### config.mk
export PLATFORM = sky130hd
export DESIGN_NAME = mcfp_cfg
export DESIGN_NICKNAME = d
export VERILOG_FILES = /design/src/rtl/core/motor_command_frame_packer_assert.svh /design/src/rtl/core/mcfp_pkg.sv /design/src/rtl/core/mcfp_cfg.sv
export SDC_FILE = /design/constraint.sdc
export NUM_CORES = 1
export LEC_CHECK = 0
export ABC_AREA = 1
export BUFFER_PORTS_ARGS = -buffer_cell sky130_fd_sc_hd__buf_2
export CAP_MARGIN = 20
export CORE_MARGIN = 2
export CORE_UTILIZATION = 47
export CTS_CLUSTER_SIZE = 8
export DETAILED_ROUTE_END_ITERATION = 10
export MAX_ROUTING_LAYER = met4
export PLACE_DENSITY = 0.76
export SETUP_SLACK_MARGIN = 0.1
export SYNTH_ARGS = -nofsm -noshare
export SYNTH_HDL_FRONTEND = slang
export SYNTH_SLANG_ARGS = --single-unit
### constraint.sdc
create_clock -name clk_i -period 0.9 [get_ports clk_i]
set_clock_uncertainty 0.15 [all_clocks]
set_input_delay 0.09 -clock clk_i [delete_from_list [all_inputs] [get_ports clk_i]]
set_output_delay 0.09 -clock clk_i [all_outputs]
set_load 0.05 [all_outputs]
### src/rtl/core/motor_command_frame_packer_assert.svh
// Assertion macros for the motor command frame packer.
`ifndef MOTOR_COMMAND_FRAME_PACKER_ASSERT_SVH
`define MOTOR_COMMAND_FRAME_PACKER_ASSERT_SVH

// Check a property on every clock edge outside reset.
`define MCFP_ASSERT(lbl, prop, msg) \
  lbl: assert property (@(posedge clk_i) disable iff (!rst_ni) (prop)) else $error(msg);

// Check that a condition in the next cycle follows from a condition now.
`define MCFP_ASSERT_NEXT(lbl, ante, cons, msg) \
  lbl: assert property (@(posedge clk_i) disable iff (!rst_ni) (ante) |=> (cons)) else $error(msg);

`endif

### src/rtl/core/mcfp_pkg.sv
// Shared types, constants and arithmetic steps for the motor command frame packer.
package mcfp_pkg;

  localparam int NumLanes = 5;
  localparam int DivSteps = 16;
  localparam int CfgIdxW  = 3;
  localparam int CfgDataW = 32;

  localparam int LanePos   = 0;
  localparam int LaneVel   = 1;
  localparam int LaneStiff = 2;
  localparam int LaneDamp  = 3;
  localparam int LaneTorq  = 4;

  localparam logic [15:0] PosFull    = 16'hFFFF;
  localparam logic [15:0] NarrowFull = 16'h0FFF;

  typedef enum logic [CfgIdxW-1:0] {
    CfgPosMin   = 3'd0,
    CfgPosMax   = 3'd1,
    CfgVelMin   = 3'd2,
    CfgVelMax   = 3'd3,
    CfgStiffMax = 3'd4,
    CfgDampMax  = 3'd5,
    CfgTorqMin  = 3'd6,
    CfgTorqMax  = 3'd7
  } cfg_idx_e;

  typedef struct packed {
    logic signed [31:0] position_min;
    logic signed [31:0] position_max;
    logic signed [31:0] velocity_min;
    logic signed [31:0] velocity_max;
    logic        [30:0] stiffness_max;
    logic        [30:0] damping_max;
    logic signed [31:0] torque_min;
    logic signed [31:0] torque_max;
  } cfg_t;

  localparam cfg_t CfgReset = '{
    position_min:  -32'sd6258688,
    position_max:  32'sd6258688,
    velocity_min:  -32'sd1966080,
    velocity_max:  32'sd1966080,
    stiffness_max: 31'd32768000,
    damping_max:   31'd327680,
    torque_min:    -32'sd1179648,
    torque_max:    32'sd1179648
  };

  typedef struct packed {
    logic signed [31:0] target_position;
    logic signed [31:0] target_velocity;
    logic signed [31:0] stiffness_gain;
    logic signed [31:0] damping_gain;
    logic signed [31:0] feedforward_torque;
  } in_t;

  typedef struct packed {
    logic [7:0] byte_0;
    logic [7:0] byte_1;
    logic [7:0] byte_2;
    logic [7:0] byte_3;
    logic [7:0] byte_4;
    logic [7:0] byte_5;
    logic [7:0] byte_6;
    logic [7:0] byte_7;
  } out_t;

  typedef struct packed {
    logic [31:0] span;
    logic [31:0] off;
  } scl_lane_t;

  typedef struct packed {
    logic [31:0] span;
    logic [47:0] acc;
  } div_lane_t;

  typedef scl_lane_t [NumLanes-1:0] scl_vec_t;
  typedef div_lane_t [NumLanes-1:0] div_vec_t;

  function automatic scl_lane_t clamp_offset(logic signed [32:0] x, logic signed [32:0] lo,
                                             logic signed [32:0] hi);
    scl_lane_t        r;
    logic signed [32:0] c;
    logic        [32:0] d_off;
    logic        [32:0] d_span;
    c = x;
    if (x < lo) c = lo;
    if (x > hi) c = hi;
    d_off  = c - lo;
    d_span = hi - lo;
    if (hi <= lo) begin
      r.span = 32'd1;
      r.off  = 32'd0;
    end else begin
      r.span = d_span[31:0];
      r.off  = d_off[31:0];
    end
    return r;
  endfunction

  function automatic div_lane_t div_step(div_lane_t l);
    div_lane_t   r;
    logic [32:0] t;
    logic [33:0] diff;
    logic        ge;
    t    = {l.acc[47:16], l.acc[15]};
    diff = {1'b0, t} - {2'b00, l.span};
    ge   = ~diff[33];
    r.span = l.span;
    r.acc  = {(ge ? diff[31:0] : t[31:0]), l.acc[14:0], ge};
    return r;
  endfunction

endpackage

### src/rtl/core/mcfp_cfg.sv
// Configuration register file for the motor command frame packer.
module mcfp_cfg import mcfp_pkg::*; (
  input  logic                clk_i,
  input  logic                rst_ni,
  input  logic                cfg_we_i,
  input  logic [CfgIdxW-1:0]  cfg_idx_i,
  input  logic [CfgDataW-1:0] cfg_wdata_i,
  output cfg_t                cfg_o
);

  cfg_t cfg_q;

  always_ff @(posedge clk_i or negedge rst_ni) begin
    if (!rst_ni) begin
      cfg_q <= CfgReset;
    end else if (cfg_we_i) begin
      unique case (cfg_idx_e'(cfg_idx_i))
        CfgPosMin:   cfg_q.position_min  <= cfg_wdata_i;
        CfgPosMax:   cfg_q.position_max  <= cfg_wdata_i;
        CfgVelMin:   cfg_q.velocity_min  <= cfg_wdata_i;
        CfgVelMax:   cfg_q.velocity_max  <= cfg_wdata_i;
        CfgStiffMax: cfg_q.stiffness_max <= cfg_wdata_i[30:0];
        CfgDampMax:  cfg_q.damping_max   <= cfg_wdata_i[30:0];
        CfgTorqMin:  cfg_q.torque_min    <= cfg_wdata_i;
        CfgTorqMax:  cfg_q.torque_max    <= cfg_wdata_i;
        default: ;
      endcase
    end
  end

  assign cfg_o = cfg_q;

endmodule

==> tab_implementation.tex <==
\begin{tabular}{lr}
\hline
Metric & Value \\
\hline
\multicolumn{2}{l}{\textbf{Power and ir drop}} \\
\quad Comb pwr share & 38.3\% \\
\quad Worst IR Drop VDD & 1760 uV \\
\quad Flop pwr share & 34.2\% \\
\quad Static leakage power & 8.19 nW \\
\quad Clock power frac & 27.5\% \\
\quad Pwr per Cell Area & 2900 nW/um2 \\
\quad Share of total power consumed by net switching & 39.4\% \\
\quad Internal power component & 29.1 mW \\
\quad NetSw & 18.9 mW \\
\multicolumn{2}{l}{\textbf{Logic synthesis}} \\
\quad Synth unique cells & 12 \\
\quad Post-synthesis compound-gate area fraction & 0\% \\
\quad Part of the Yosys area used for sequential elements & 64.3\% \\
\quad Adder and majority gate portion of the synthesized area & 0\% \\
\quad Yosys warnings & 0 \\
\quad Fraction of synthesized cell area in xor and xnor cells & 0\% \\
\quad Multiplexer share of the synthesized area & 0\% \\
\quad Flip-flop and latch count after synthesis & 254 \\
\quad Net count after synthesis & 1174 \\
\quad Cells after synthesis & 1136 \\
\quad Syn\_area\_per\_cell & 8.80 um2 \\
\quad Dominant combinational cell family by area after synthesis & simple AND/OR/NAND/NOR gates \\
\quad Simple-gate portion of the synthesized area & 31.1\% \\
\quad Post-synthesis instance area & 10000 um2 \\
\multicolumn{2}{l}{\textbf{Timing}} \\
\quad Number of max-slew violations in the final report & 0 \\
\quad Slew @ Worst Pin & 0.413 ns \\
\quad Max-slew headroom & 72.4\% \\
\quad Final critical path time including I/O delays and setup & 1.48 ns \\
\quad Final setup violation count & 309 \\
\quad Maximum clock frequency & 676 MHz \\
\quad Final number of hold-violating endpoints & 270 \\
\quad Sum of negative setup slack & -113.08 ns \\
\quad Post-route setup slack & -0.580 ns \\
\quad Post-route clock period utilization & 164\% \\
\quad Final-layout worst hold slack & -0.705 ns \\
\quad Unrepaired setup endpoints after global routing & true \\
\multicolumn{2}{l}{\textbf{Global routing}} \\
\quad Global routing's busiest layer & met2 \\
\quad Initial antenna violation count & 0 \\
\quad Total Routing Usage GR & 34.1\% \\
\quad Global route overflow & 0 \\
\quad Wire length of the first global-routing pass & 56600 um \\
\quad Routing usage on met2 & 56.1\% \\
\quad Met3 Usage GRT & 7.32\% \\
\quad Via count of the first global-routing pass & 10000 \\
\quad Maximum number of pins on one net before global-route repair & 44 \\
\quad Met1 routing resource usage after global routing & 39.4\% \\
\multicolumn{2}{l}{\textbf{Outcome}} \\
\quad Failing checks & negative hold slack, negative setup slack \\
\quad Outcome & finished, violations left \\
\multicolumn{2}{l}{\textbf{Critical path}} \\
\quad Series of cell instances along the critical path & buf\_8 \\
\quad Data arrival time of the critical path & 1.24 ns \\
\quad Startpoint of the most critical setup path & cfg\_o[118] \\
\quad R2R Setup Slk & -0.14 ns \\
\quad Cell family contributing the most delay on the critical path & flip-flops \\
\quad Cell at the slowest stage of the critical path & sky130\_fd\_sc\_hd\_\_dfstp\_2 \\
\quad Crit-path max cell delay & 0.58 ns \\
\quad CP Capture Type & output pin \\
\quad Endpoint of the most critical register-to-register path & cfg\_o[17] \\
\quad Buffer and inverter count on the worst path & 1 \\
\quad Worst Setup Start Kind & flip-flop \\
\quad Worst-case reg-to-reg path depth & 4 \\
\quad Classification of the worst setup path & flip-flop to output pin \\
\quad Critical path data required time & 0.66 ns \\
\quad Max Fanout on Critical Path & 2 \\
\quad Reg2Reg Launch Point & cfg\_o[17] \\
\multicolumn{2}{l}{\textbf{Floorplan}} \\
\quad Starting density of the core & 47.7\% \\
\quad Chip width & 150 um \\
\quad Die area & 22500 um2 \\
\quad Count of standard-cell rows & 53 \\
\quad Top-Level Pins & 292 \\
\quad DIE HEIGHT & 150 um \\
\quad Floorplan core area & 21000 um2 \\
\multicolumn{2}{l}{\textbf{Route}} \\
\quad Routed Antenna Nets & 0 \\
\quad DRC violation count after routing & 0 \\
\quad Initial detailed-routing violation count & 806 \\
\quad Routed vias/inst & 5.55 \\
\quad Via count & 10100 \\
\quad Router iterations before antenna repair & 5 \\
\quad WL per Instance & 22.8 um \\
\quad Total Routed Length & 41400 um \\
\multicolumn{2}{l}{\textbf{CTS}} \\
\quad Clock slew at the register clock pins of the worst setup and hold paths & 0.06 ns \\
\quad Sink Count & 254 \\
\quad Cell at the root of the clock tree & sky130\_fd\_sc\_hd\_\_clkbuf\_16 \\
\quad H-Tree Level Count & 2 \\
\quad Total clock buffers created by CTS & 37 \\
\quad Clock insertion delay at the later pin of the skew report & 0.50 ns \\
\quad CTS tree & built \\
\quad Max clock buf depth & 3 \\
\multicolumn{2}{l}{\textbf{Finish}} \\
\quad Diodes inserted & 0 \\
\quad Share of final-layout standard cells stronger than drive strength 1 & 52.4\% \\
\quad Relative area change from synthesis to final layout & 65.5\% \\
\quad Design Area, Final & 16500 um2 \\
\quad Utilization after layout & 79.0\% \\
\quad Final-stage net count & 1551 \\
\quad Max FFs per register & 254 \\
\multicolumn{2}{l}{\textbf{Hold path}} \\
\quad Min-Delay Path Class & input port to async pin \\
\multicolumn{2}{l}{\textbf{Placed design}} \\
\quad Final weighted congestion in routability-driven placement & 0.881 \\
\quad Quantity of I/O buffers inserted on ports & 291 \\
\quad Detailed placer's ending HPWL & 22000 um \\
\quad Placed instance area & 12300 um2 \\
\multicolumn{2}{l}{\textbf{Run}} \\
\quad Max Cap Violations & 0 \\
\hline
\end{tabular}
timing repair:
item	4_1_cts	5_1_grt
hold endpoints to repair	508	286
resized for setup	581	173
hold buffers	32	2
endpoints found under the setup margin	316	522
setup buffers	16	40
pin swaps	6	47
cloned	0	3
routing by layer:
layer	share of wire, %	vias to the layer above	wire length [um]
met5	0	-	0
met2	49	719	20500
li1	-	4253	-
met4	6.7	0	2780
met3	10	203	4190
met1	34	4902	13900
through the flow:
| step | total power [mW] | std cells | setup slack [ns] |
|---|---|---|---|
| finish | 48.0 | 1816 | -0.580 |
| global route | 49.3 | 1816 | -0.595 |
| CTS | 46.1 | 1780 | -0.569 |
| detailed placement | 29.1 | 1665 | -0.414 |
| global placement | 28.8 | 1665 | -0.401 |
| floorplan | 25.4 | 1136 | -0.111 |
kinds of logic (layout without fill, tap and decap cells):
logic type / count (synthesis) / after routing
simple gates: 783 / 783
buf+inv: 99 / 504
flops: 254 / 254
Yosys cell counts (all sizes together):
cell / number / area (um2)
nand3: 127 / 636
nand2: 648 / 2430
dfstp: 58 / 1520
clkbuf: 52 / 230
dfrtp: 196 / 4900
inv: 6 / 22.5
buf: 41 / 205
nor2: 8 / 42.5
power groups by stage:
stage,logic (mW),registers [mW],clock network [mW]
detailed placement,13.5,15.5,0
global route,19.0,16.6,13.7
CTS,16.9,16.1,13.1
global placement,13.3,15.5,0
floorplan,2.09,23.3,0
finish,18.4,16.4,13.2
cell type report:
cell class / count / area [um2]
clock buffers: 66 / 1090
clock inverters: 1 / 8.76
multi-input cells: 783 / 3450
flip-flops and latches: 254 / 6670
repair buffers: 431 / 4950
well taps: 275 / 344
inverters: 6 / 30.0
fillers: 1130 / 4410
worst max path at each step:
stage                       to  slack [ns]  cells after the start
floorplan           cfg_o[113]       -0.11                      2
global placement    cfg_o[125]       -0.40                      7
detailed placement  cfg_o[108]       -0.41                      7
CTS                 cfg_o[188]       -0.57                      1
global route        cfg_o[118]       -0.60                      1
finish              cfg_o[118]       -0.58                      1
layout by cell type, fill, tap and decap left out:
master,instances
sky130_fd_sc_hd__dlygate4sd3_1,30
sky130_fd_sc_hd__nand3_1,127
sky130_fd_sc_hd__clkbuf_1,26
sky130_fd_sc_hd__nand2_2,89
sky130_fd_sc_hd__clkbuf_8,1
sky130_fd_sc_hd__inv_6,1
sky130_fd_sc_hd__inv_2,3
sky130_fd_sc_hd__buf_8,81
sky130_fd_sc_hd__dfrtp_2,196
sky130_fd_sc_hd__inv_1,2
sky130_fd_sc_hd__buf_4,54
sky130_fd_sc_hd__clkbuf_16,41
sky130_fd_sc_hd__buf_2,23
sky130_fd_sc_hd__buf_12,21
sky130_fd_sc_hd__buf_6,212
sky130_fd_sc_hd__nor2_2,2
sky130_fd_sc_hd__inv_8,1
sky130_fd_sc_hd__nor2_4,6
sky130_fd_sc_hd__dfstp_2,58
sky130_fd_sc_hd__nand2_4,10
sky130_fd_sc_hd__nand2_1,549
sky130_fd_sc_hd__clkbuf_4,8
No activity file was read; power rests on OpenSTA's default activity.
