===== config.mk =====
export PLATFORM = sky130hd
export DESIGN_NAME = mcfp_front
export DESIGN_NICKNAME = d
export VERILOG_FILES = /design/src/rtl/core/motor_command_frame_packer_assert.svh /design/src/rtl/core/mcfp_pkg.sv /design/src/rtl/core/mcfp_front.sv
export SDC_FILE = /design/constraint.sdc
export NUM_CORES = 2
export LEC_CHECK = 0
export BUFFER_PORTS_ARGS = -buffer_cell sky130_fd_sc_hd__buf_2
export CAP_MARGIN = 20
export CORE_ASPECT_RATIO = 0.7
export CORE_MARGIN = 3
export CORE_UTILIZATION = 55
export CTS_CLUSTER_DIAMETER = 80
export CTS_CLUSTER_SIZE = 12
export DETAILED_ROUTE_END_ITERATION = 6
export GPL_TIMING_DRIVEN = 0
export HOLD_SLACK_MARGIN = 0.15
export PLACE_DENSITY = 0.76
export SETUP_SLACK_MARGIN = 0.2
export SYNTH_ARGS = -nofsm -noshare
export SYNTH_HDL_FRONTEND = slang
export SYNTH_SLANG_ARGS = --single-unit

===== constraint.sdc =====
create_clock -name clk_i -period 14.86 [get_ports clk_i]
set_clock_uncertainty 0.1 [all_clocks]
set_input_delay 0.743 -clock clk_i [delete_from_list [all_inputs] [get_ports clk_i]]
set_output_delay 0.743 -clock clk_i [all_outputs]
set_load 0.03 [all_outputs]

===== src/rtl/core/motor_command_frame_packer_assert.svh =====
// Assertion macros for the motor command frame packer.
`ifndef MOTOR_COMMAND_FRAME_PACKER_ASSERT_SVH
`define MOTOR_COMMAND_FRAME_PACKER_ASSERT_SVH

// Check a property on every clock edge outside reset.
`define MCFP_ASSERT(lbl, prop, msg) \
  lbl: assert property (@(posedge clk_i) disable iff (!rst_ni) (prop)) else $error(msg);

// Check that a condition in the next cycle follows from a condition now.
`define MCFP_ASSERT_NEXT(lbl, ante, cons, msg) \
  lbl: assert property (@(posedge clk_i) disable iff (!rst_ni) (ante) |=> (cons)) else $error(msg);

`endif


===== src/rtl/core/mcfp_pkg.sv =====
// Shared types, constants and arithmetic steps for the motor command frame packer.
package mcfp_pkg;

  localparam int NumLanes = 5;
  localparam int DivSteps = 16;
  localparam int CfgIdxW  = 3;
  localparam int CfgDataW = 32;

  localparam int LanePos   = 0;
  localparam int LaneVel   = 1;
  localparam int LaneStiff = 2;
  localparam int LaneDamp  = 3;
  localparam int LaneTorq  = 4;

  localparam logic [15:0] PosFull    = 16'hFFFF;
  localparam logic [15:0] NarrowFull = 16'h0FFF;

  typedef enum logic [CfgIdxW-1:0] {
    CfgPosMin   = 3'd0,
    CfgPosMax   = 3'd1,
    CfgVelMin   = 3'd2,
    CfgVelMax   = 3'd3,
    CfgStiffMax = 3'd4,
    CfgDampMax  = 3'd5,
    CfgTorqMin  = 3'd6,
    CfgTorqMax  = 3'd7
  } cfg_idx_e;

  typedef struct packed {
    logic signed [31:0] position_min;
    logic signed [31:0] position_max;
    logic signed [31:0] velocity_min;
    logic signed [31:0] velocity_max;
    logic        [30:0] stiffness_max;
    logic        [30:0] damping_max;
    logic signed [31:0] torque_min;
    logic signed [31:0] torque_max;
  } cfg_t;

  localparam cfg_t CfgReset = '{
    position_min:  -32'sd6258688,
    position_max:  32'sd6258688,
    velocity_min:  -32'sd1966080,
    velocity_max:  32'sd1966080,
    stiffness_max: 31'd32768000,
    damping_max:   31'd327680,
    torque_min:    -32'sd1179648,
    torque_max:    32'sd1179648
  };

  typedef struct packed {
    logic signed [31:0] target_position;
    logic signed [31:0] target_velocity;
    logic signed [31:0] stiffness_gain;
    logic signed [31:0] damping_gain;
    logic signed [31:0] feedforward_torque;
  } in_t;

  typedef struct packed {
    logic [7:0] byte_0;
    logic [7:0] byte_1;
    logic [7:0] byte_2;
    logic [7:0] byte_3;
    logic [7:0] byte_4;
    logic [7:0] byte_5;
    logic [7:0] byte_6;
    logic [7:0] byte_7;
  } out_t;

  typedef struct packed {
    logic [31:0] span;
    logic [31:0] off;
  } scl_lane_t;

  typedef struct packed {
    logic [31:0] span;
    logic [47:0] acc;
  } div_lane_t;

  typedef scl_lane_t [NumLanes-1:0] scl_vec_t;
  typedef div_lane_t [NumLanes-1:0] div_vec_t;

  function automatic scl_lane_t clamp_offset(logic signed [32:0] x, logic signed [32:0] lo,
                                             logic signed [32:0] hi);
    scl_lane_t        r;
    logic signed [32:0] c;
    logic        [32:0] d_off;
    logic        [32:0] d_span;
    c = x;
    if (x < lo) c = lo;
    if (x > hi) c = hi;
    d_off  = c - lo;
    d_span = hi - lo;
    if (hi <= lo) begin
      r.span = 32'd1;
      r.off  = 32'd0;
    end else begin
      r.span = d_span[31:0];
      r.off  = d_off[31:0];
    end
    return r;
  endfunction

  function automatic div_lane_t div_step(div_lane_t l);
    div_lane_t   r;
    logic [32:0] t;
    logic [33:0] diff;
    logic        ge;
    t    = {l.acc[47:16], l.acc[15]};
    diff = {1'b0, t} - {2'b00, l.span};
    ge   = ~diff[33];
    r.span = l.span;
    r.acc  = {(ge ? diff[31:0] : t[31:0]), l.acc[14:0], ge};
    return r;
  endfunction

endpackage


===== src/rtl/core/mcfp_front.sv =====
// Clamp, offset and full-scale product stages of the motor command frame packer.
module mcfp_front import mcfp_pkg::*; (
  input  logic     clk_i,
  input  logic     rst_ni,
  input  logic     in_valid_i,
  output logic     in_ready_o,
  input  in_t      in_data_i,
  input  cfg_t     cfg_i,
  output logic     out_valid_o,
  input  logic     out_ready_i,
  output div_vec_t out_lanes_o
);

  logic signed [32:0] x_in  [NumLanes];
  logic signed [32:0] lo_in [NumLanes];
  logic signed [32:0] hi_in [NumLanes];

  scl_vec_t s1_d, s1_q;
  div_vec_t s2_d, s2_q;
  logic     v1_q, v2_q;
  logic     rdy1, rdy2;

  always_comb begin
    x_in[LanePos]    = {in_data_i.target_position[31], in_data_i.target_position};
    x_in[LaneVel]    = {in_data_i.target_velocity[31], in_data_i.target_velocity};
    x_in[LaneStiff]  = {in_data_i.stiffness_gain[31], in_data_i.stiffness_gain};
    x_in[LaneDamp]   = {in_data_i.damping_gain[31], in_data_i.damping_gain};
    x_in[LaneTorq]   = {in_data_i.feedforward_torque[31], in_data_i.feedforward_torque};
    lo_in[LanePos]   = {cfg_i.position_min[31], cfg_i.position_min};
    lo_in[LaneVel]   = {cfg_i.velocity_min[31], cfg_i.velocity_min};
    lo_in[LaneStiff] = '0;
    lo_in[LaneDamp]  = '0;
    lo_in[LaneTorq]  = {cfg_i.torque_min[31], cfg_i.torque_min};
    hi_in[LanePos]   = {cfg_i.position_max[31], cfg_i.position_max};
    hi_in[LaneVel]   = {cfg_i.velocity_max[31], cfg_i.velocity_max};
    hi_in[LaneStiff] = {2'b00, cfg_i.stiffness_max};
    hi_in[LaneDamp]  = {2'b00, cfg_i.damping_max};
    hi_in[LaneTorq]  = {cfg_i.torque_max[31], cfg_i.torque_max};
  end

  for (genvar i = 0; i < NumLanes; i++) begin : g_lane
    localparam logic [15:0] Full = (i == LanePos) ? PosFull : NarrowFull;
    logic [47:0] prod;
    assign s1_d[i]      = clamp_offset(x_in[i], lo_in[i], hi_in[i]);
    assign prod         = {16'd0, s1_q[i].off} * {32'd0, Full};
    assign s2_d[i].span = s1_q[i].span;
    assign s2_d[i].acc  = prod;
  end

  assign rdy2       = ~v2_q | out_ready_i;
  assign rdy1       = ~v1_q | rdy2;
  assign in_ready_o = rdy1;

  always_ff @(posedge clk_i or negedge rst_ni) begin
    if (!rst_ni) begin
      v1_q <= 1'b0;
      v2_q <= 1'b0;
    end else begin
      if (rdy1) v1_q <= in_valid_i;
      if (rdy2) v2_q <= v1_q;
    end
  end

  always_ff @(posedge clk_i) begin
    if (rdy1 && in_valid_i) s1_q <= s1_d;
    if (rdy2 && v1_q)       s2_q <= s2_d;
  end

  assign out_valid_o = v2_q;
  assign out_lanes_o = s2_q;

endmodule


==> results <==
- The run finished with clean final reports.
- The iteration-0 DRC count of the detailed router is 5000.
- The share of the synthesized area in the top cell type is 0.279.
- The min-delay analysis places its worst path in the category input pin to flop.
- The depth of the worst register-to-register path is 22.
- The overall track demand over capacity in global routing is 0.301.
- The number of iterations in the first detailed-routing pass is 6.
- During placement, the flow inserted port buffers numbering 801.
- The initial antenna violation count came to 97.
- The kind of start point of the critical path is a flop.
- In this run, distinct cell masters in the synthesized netlist total 82.
- The endpoint of the worst register-to-register path is out_lanes_o[47]$_DFFE_PP_.
- Setup violations remaining at the end of the flow were counted as 0.
- After synthesis the netlist holds a flip-flop and latch count of 702.
- The count of endpoints failing hold in the final timing report came to 0.
- Counting flops with a built-in enable in the synthesized netlist gives 700.
- Sorting the synthesized cells by area gives the leading types as sky130_fd_sc_hd__fa_1 (28%), sky130_fd_sc_hd__edfxtp_1 (26%), sky130_fd_sc_hd__ha_1 (13%).
- The number of remaining DRC errors is 0.
- The detail-routed net length per standard cell is 21.4 um.
- The starting density of the core is 0.556.
- The hold-critical path endpoint is out_valid_o$_DFFE_PN0P_.
- Clock tree synthesis found a total of 702 sinks.
- The average instance in the mapped netlist occupies 10.6 um^2.
- The total number of yosys warnings is 0.
- The die extent in y is 325 um.
- The total area inside the core boundary comes to 144000 um^2.
- The post-route clock period utilization is 0.496.
- In the final layout, the share of cells above drive strength 1 is 0.114.
- The via count of the routed design is 58500.
- The final count of pins violating max slew is 0.
- Of all flip-flops after synthesis, the portion carrying an async set or reset was 0.00285.
- The largest total area in the synthesized netlist belongs to sky130_fd_sc_hd__fa_1.
- At the end of routability-driven placement, the weighted congestion stood at 0.970.
- After clock tree synthesis, the clock-pin slew on the worst setup and hold paths is 0.07 ns.
- The worst-skew pair later-pin latency is 0.69 ns.
- The CTS tree is yes.
- Across the run, the number of max-cap violations was 0.
- The number of buffers between clock root and the deepest sink is 3.
- The most used flip-flop cell after synthesis is sky130_fd_sc_hd__edfxtp_1.
- Entering global routing, the biggest net connects 71 pins.
- The number of cells produced by synthesis is 7567.
- The floorplan die area is 150000 um^2.
- The half-perimeter wire length after placement is 193000 um.
- Setup repair after global routing left no endpoint under its margin.
- In this run the remaining antenna-violating nets after routing total 0.
- The most used standard cell by instance count after synthesis is sky130_fd_sc_hd__inv_1.
- The worst setup path is of the flop to flop kind.
- The die width is 461 um.
- The tree is rooted in a sky130_fd_sc_hd__clkbuf_16.
- The reg-to-reg setup timing slack is 7.49 ns.
- The final layout contains 10900 nets.
- The peak fanout along the critical path is 6.
- In this run the count of I/O pins placed on the die edge is 820.
- The global-route wire length before repair is 346000 um.
- The synthesized netlist occupies a cell area of 79800 um^2.
- The pin slew with the least headroom to its limit is 1.09 ns.
- The startpoint of the worst register-to-register path is s1_q[13]$_SDFFCE_PP0P_.
- Summed over all failing endpoints, the final setup total negative slack is 0 ns.
- The endpoint type of the worst setup path is a flop.
- The post-route minimum period is 7.37 ns.
- The sequential element share of the synthesized area is 0.264.
- The vias per cell is 5.60.
- The initialized floorplan defines 116 standard-cell rows.
- CTS built an H-tree with a depth of 3.
- The maximum frequency from static timing analysis is 136 MHz.
- Relative to the synthesized area, the layout overhead comes to 11.3%.
- The number of clock buffers added by TritonCTS is 72.
- The depth of the worst hold-timing path is 3.
- The worst path required time is 15.17 ns.
- Counting instances in the post-synthesis netlist gives the leading cell types as sky130_fd_sc_hd__inv_1 (1693), sky130_fd_sc_hd__fa_1 (1113), sky130_fd_sc_hd__ha_1 (846).
- The endpoint arrival time on the critical path is 7.67 ns.
- Measured against its own limit, the worst slew margin works out to 0.252.
- The startpoint identified for the worst hold timing path is out_ready_i.
- After global routing the overflow that remains totals 0.
- The routed design has 223000 um of wire.
- The number of global-route vias before repair is 59900.
## sequential cells by signal (all words and copies together), names as in the netlist
register     count
out_lanes_o    382
out_valid_o      1
v1_q             1
s1_q           318
## layer usage
layer	part of all wire	global-route usage	vias up
met3	0.076	0.0545	445
met4	0.049	0.135	16
met2	0.45	0.461	2191
met1	0.42	0.420	29000
met5	0.00045	0	-
li1	-	-	26900
## worst max-delay path by stage
stage	from	to	slack, ns
after detailed placement	cfg_i[159]	s1_q[92]$_SDFFCE_PP0P_	7.06
after global routing	cfg_i[159]	s1_q[92]$_SDFFCE_PP0P_	7.12
after CTS	s1_q[13]$_SDFFCE_PP0P_	out_lanes_o[47]$_DFFE_PP_	7.58
after global placement	out_ready_i	out_lanes_o[211]$_DFFE_PP_	-0.06
after floorplan	out_ready_i	out_lanes_o[0]$_DFFE_PP_	4.49
final	s1_q[13]$_SDFFCE_PP0P_	out_lanes_o[47]$_DFFE_PP_	7.49
## cell families after synthesis
group | Yosys count | synth area share
simple gates | 1179 | 0.0713
compound gates | 1412 | 0.113
mux | 102 | 0.0129
other cells | 1 | 0.0000470
buf+inv | 1859 | 0.0886
flops | 702 | 0.264
fa+ha+maj | 1959 | 0.412
xor+xnor | 353 | 0.0387
## through the flow
stage / utilization / worst slack, ns / area [um^2] / instances / hold WS (ns)
after CTS: 0.618 / 7.58 / 88700 / 10400 / 0.199
after detailed placement: 0.603 / 7.06 / 86600 / 10300 / 0.305
after global placement: 0.601 / -0.0601 / 86300 / 10300 / 0.300
after global routing: 0.619 / 7.12 / 88800 / 10400 / 0.235
after floorplan: - / 4.49 / 79900 / 7586 / 0.300
final: 0.619 / 7.49 / 88800 / 10500 / 0.252
## final cells by class
type                            count  area, um^2
Inverter                         1693        6350
Fill cell                       11900       54700
Buffer                            166         717
Clock buffer                       84        1930
Clock inverter                     14         123
Multi-Input combinational cell   5025       51800
Tap cell                         1888        2360
Timing Repair Buffer              815        4340
Antenna cell                       65         163
Sequential cell                   702       21100
## placed cells by master, fill, tap and decap left out, types with 19 or more instances in the layout
master / Yosys / routed
sky130_fd_sc_hd__nor2_1: 372 / 372
sky130_fd_sc_hd__fa_1: 1113 / 1113
sky130_fd_sc_hd__buf_2: 12 / 813
sky130_fd_sc_hd__a21oi_1: 402 / 402
sky130_fd_sc_hd__nand3_1: 107 / 107
sky130_fd_sc_hd__nor4_1: 27 / 27
sky130_fd_sc_hd__nand2_1: 239 / 239
sky130_fd_sc_hd__xnor2_1: 220 / 220
sky130_fd_sc_hd__a211oi_1: 34 / 34
sky130_fd_sc_hd__and3_1: 45 / 45
sky130_fd_sc_hd__nor3_1: 72 / 72
sky130_fd_sc_hd__o21ai_0: 304 / 304
sky130_fd_sc_hd__xor2_1: 133 / 133
sky130_fd_sc_hd__clkbuf_1: 127 / 135
sky130_fd_sc_hd__a31oi_1: 35 / 35
sky130_fd_sc_hd__mux2i_1: 98 / 98
sky130_fd_sc_hd__clkbuf_16: 0 / 76
sky130_fd_sc_hd__conb_1: 1 / 20
sky130_fd_sc_hd__nand4_1: 86 / 86
sky130_fd_sc_hd__nor2b_1: 77 / 77
sky130_fd_sc_hd__o21bai_1: 50 / 50
sky130_fd_sc_hd__diode_2: 0 / 65
sky130_fd_sc_hd__o211ai_1: 25 / 25
sky130_fd_sc_hd__a22o_1: 28 / 28
sky130_fd_sc_hd__inv_1: 1693 / 1693
sky130_fd_sc_hd__ha_1: 846 / 846
sky130_fd_sc_hd__o21a_1: 53 / 53
sky130_fd_sc_hd__edfxtp_1: 700 / 700
sky130_fd_sc_hd__nand2b_1: 73 / 73
sky130_fd_sc_hd__a21o_1: 303 / 303
sky130_fd_sc_hd__buf_4: 19 / 19
## worst max-delay path, cell delays in order, from the launching register on
cell and delay [ns]:
sky130_fd_sc_hd__edfxtp_1 0.56, sky130_fd_sc_hd__fa_1 0.75, sky130_fd_sc_hd__inv_1 0.11, sky130_fd_sc_hd__fa_1 0.55
sky130_fd_sc_hd__inv_1 0.08, sky130_fd_sc_hd__fa_1 0.50, sky130_fd_sc_hd__fa_1 0.51, sky130_fd_sc_hd__fa_1 0.49
sky130_fd_sc_hd__inv_1 0.05, sky130_fd_sc_hd__fa_1 0.47, sky130_fd_sc_hd__inv_1 0.04, sky130_fd_sc_hd__ha_1 0.35
sky130_fd_sc_hd__a21o_1 0.20, sky130_fd_sc_hd__a221o_1 0.34, sky130_fd_sc_hd__a21oi_1 0.14, sky130_fd_sc_hd__o21ai_0 0.11
sky130_fd_sc_hd__a211o_1 0.32, sky130_fd_sc_hd__a21oi_1 0.35, sky130_fd_sc_hd__o31ai_1 0.20, sky130_fd_sc_hd__o221ai_1 0.38
sky130_fd_sc_hd__o21ai_0 0.17, sky130_fd_sc_hd__a21oi_1 0.19, sky130_fd_sc_hd__xnor2_1 0.13
## timing repair
| action | CTS | global route |
|---|---|---|
| hold buffers | 2 | 0 |
| buffers inserted | 0 | 0 |
| hold endpoints to repair | 3 | 0 |
| gates resized for setup | 0 | 0 |
Power is not shown: default switching activity piles up to over one toggle a cycle in this logic, so the estimate is an artifact.
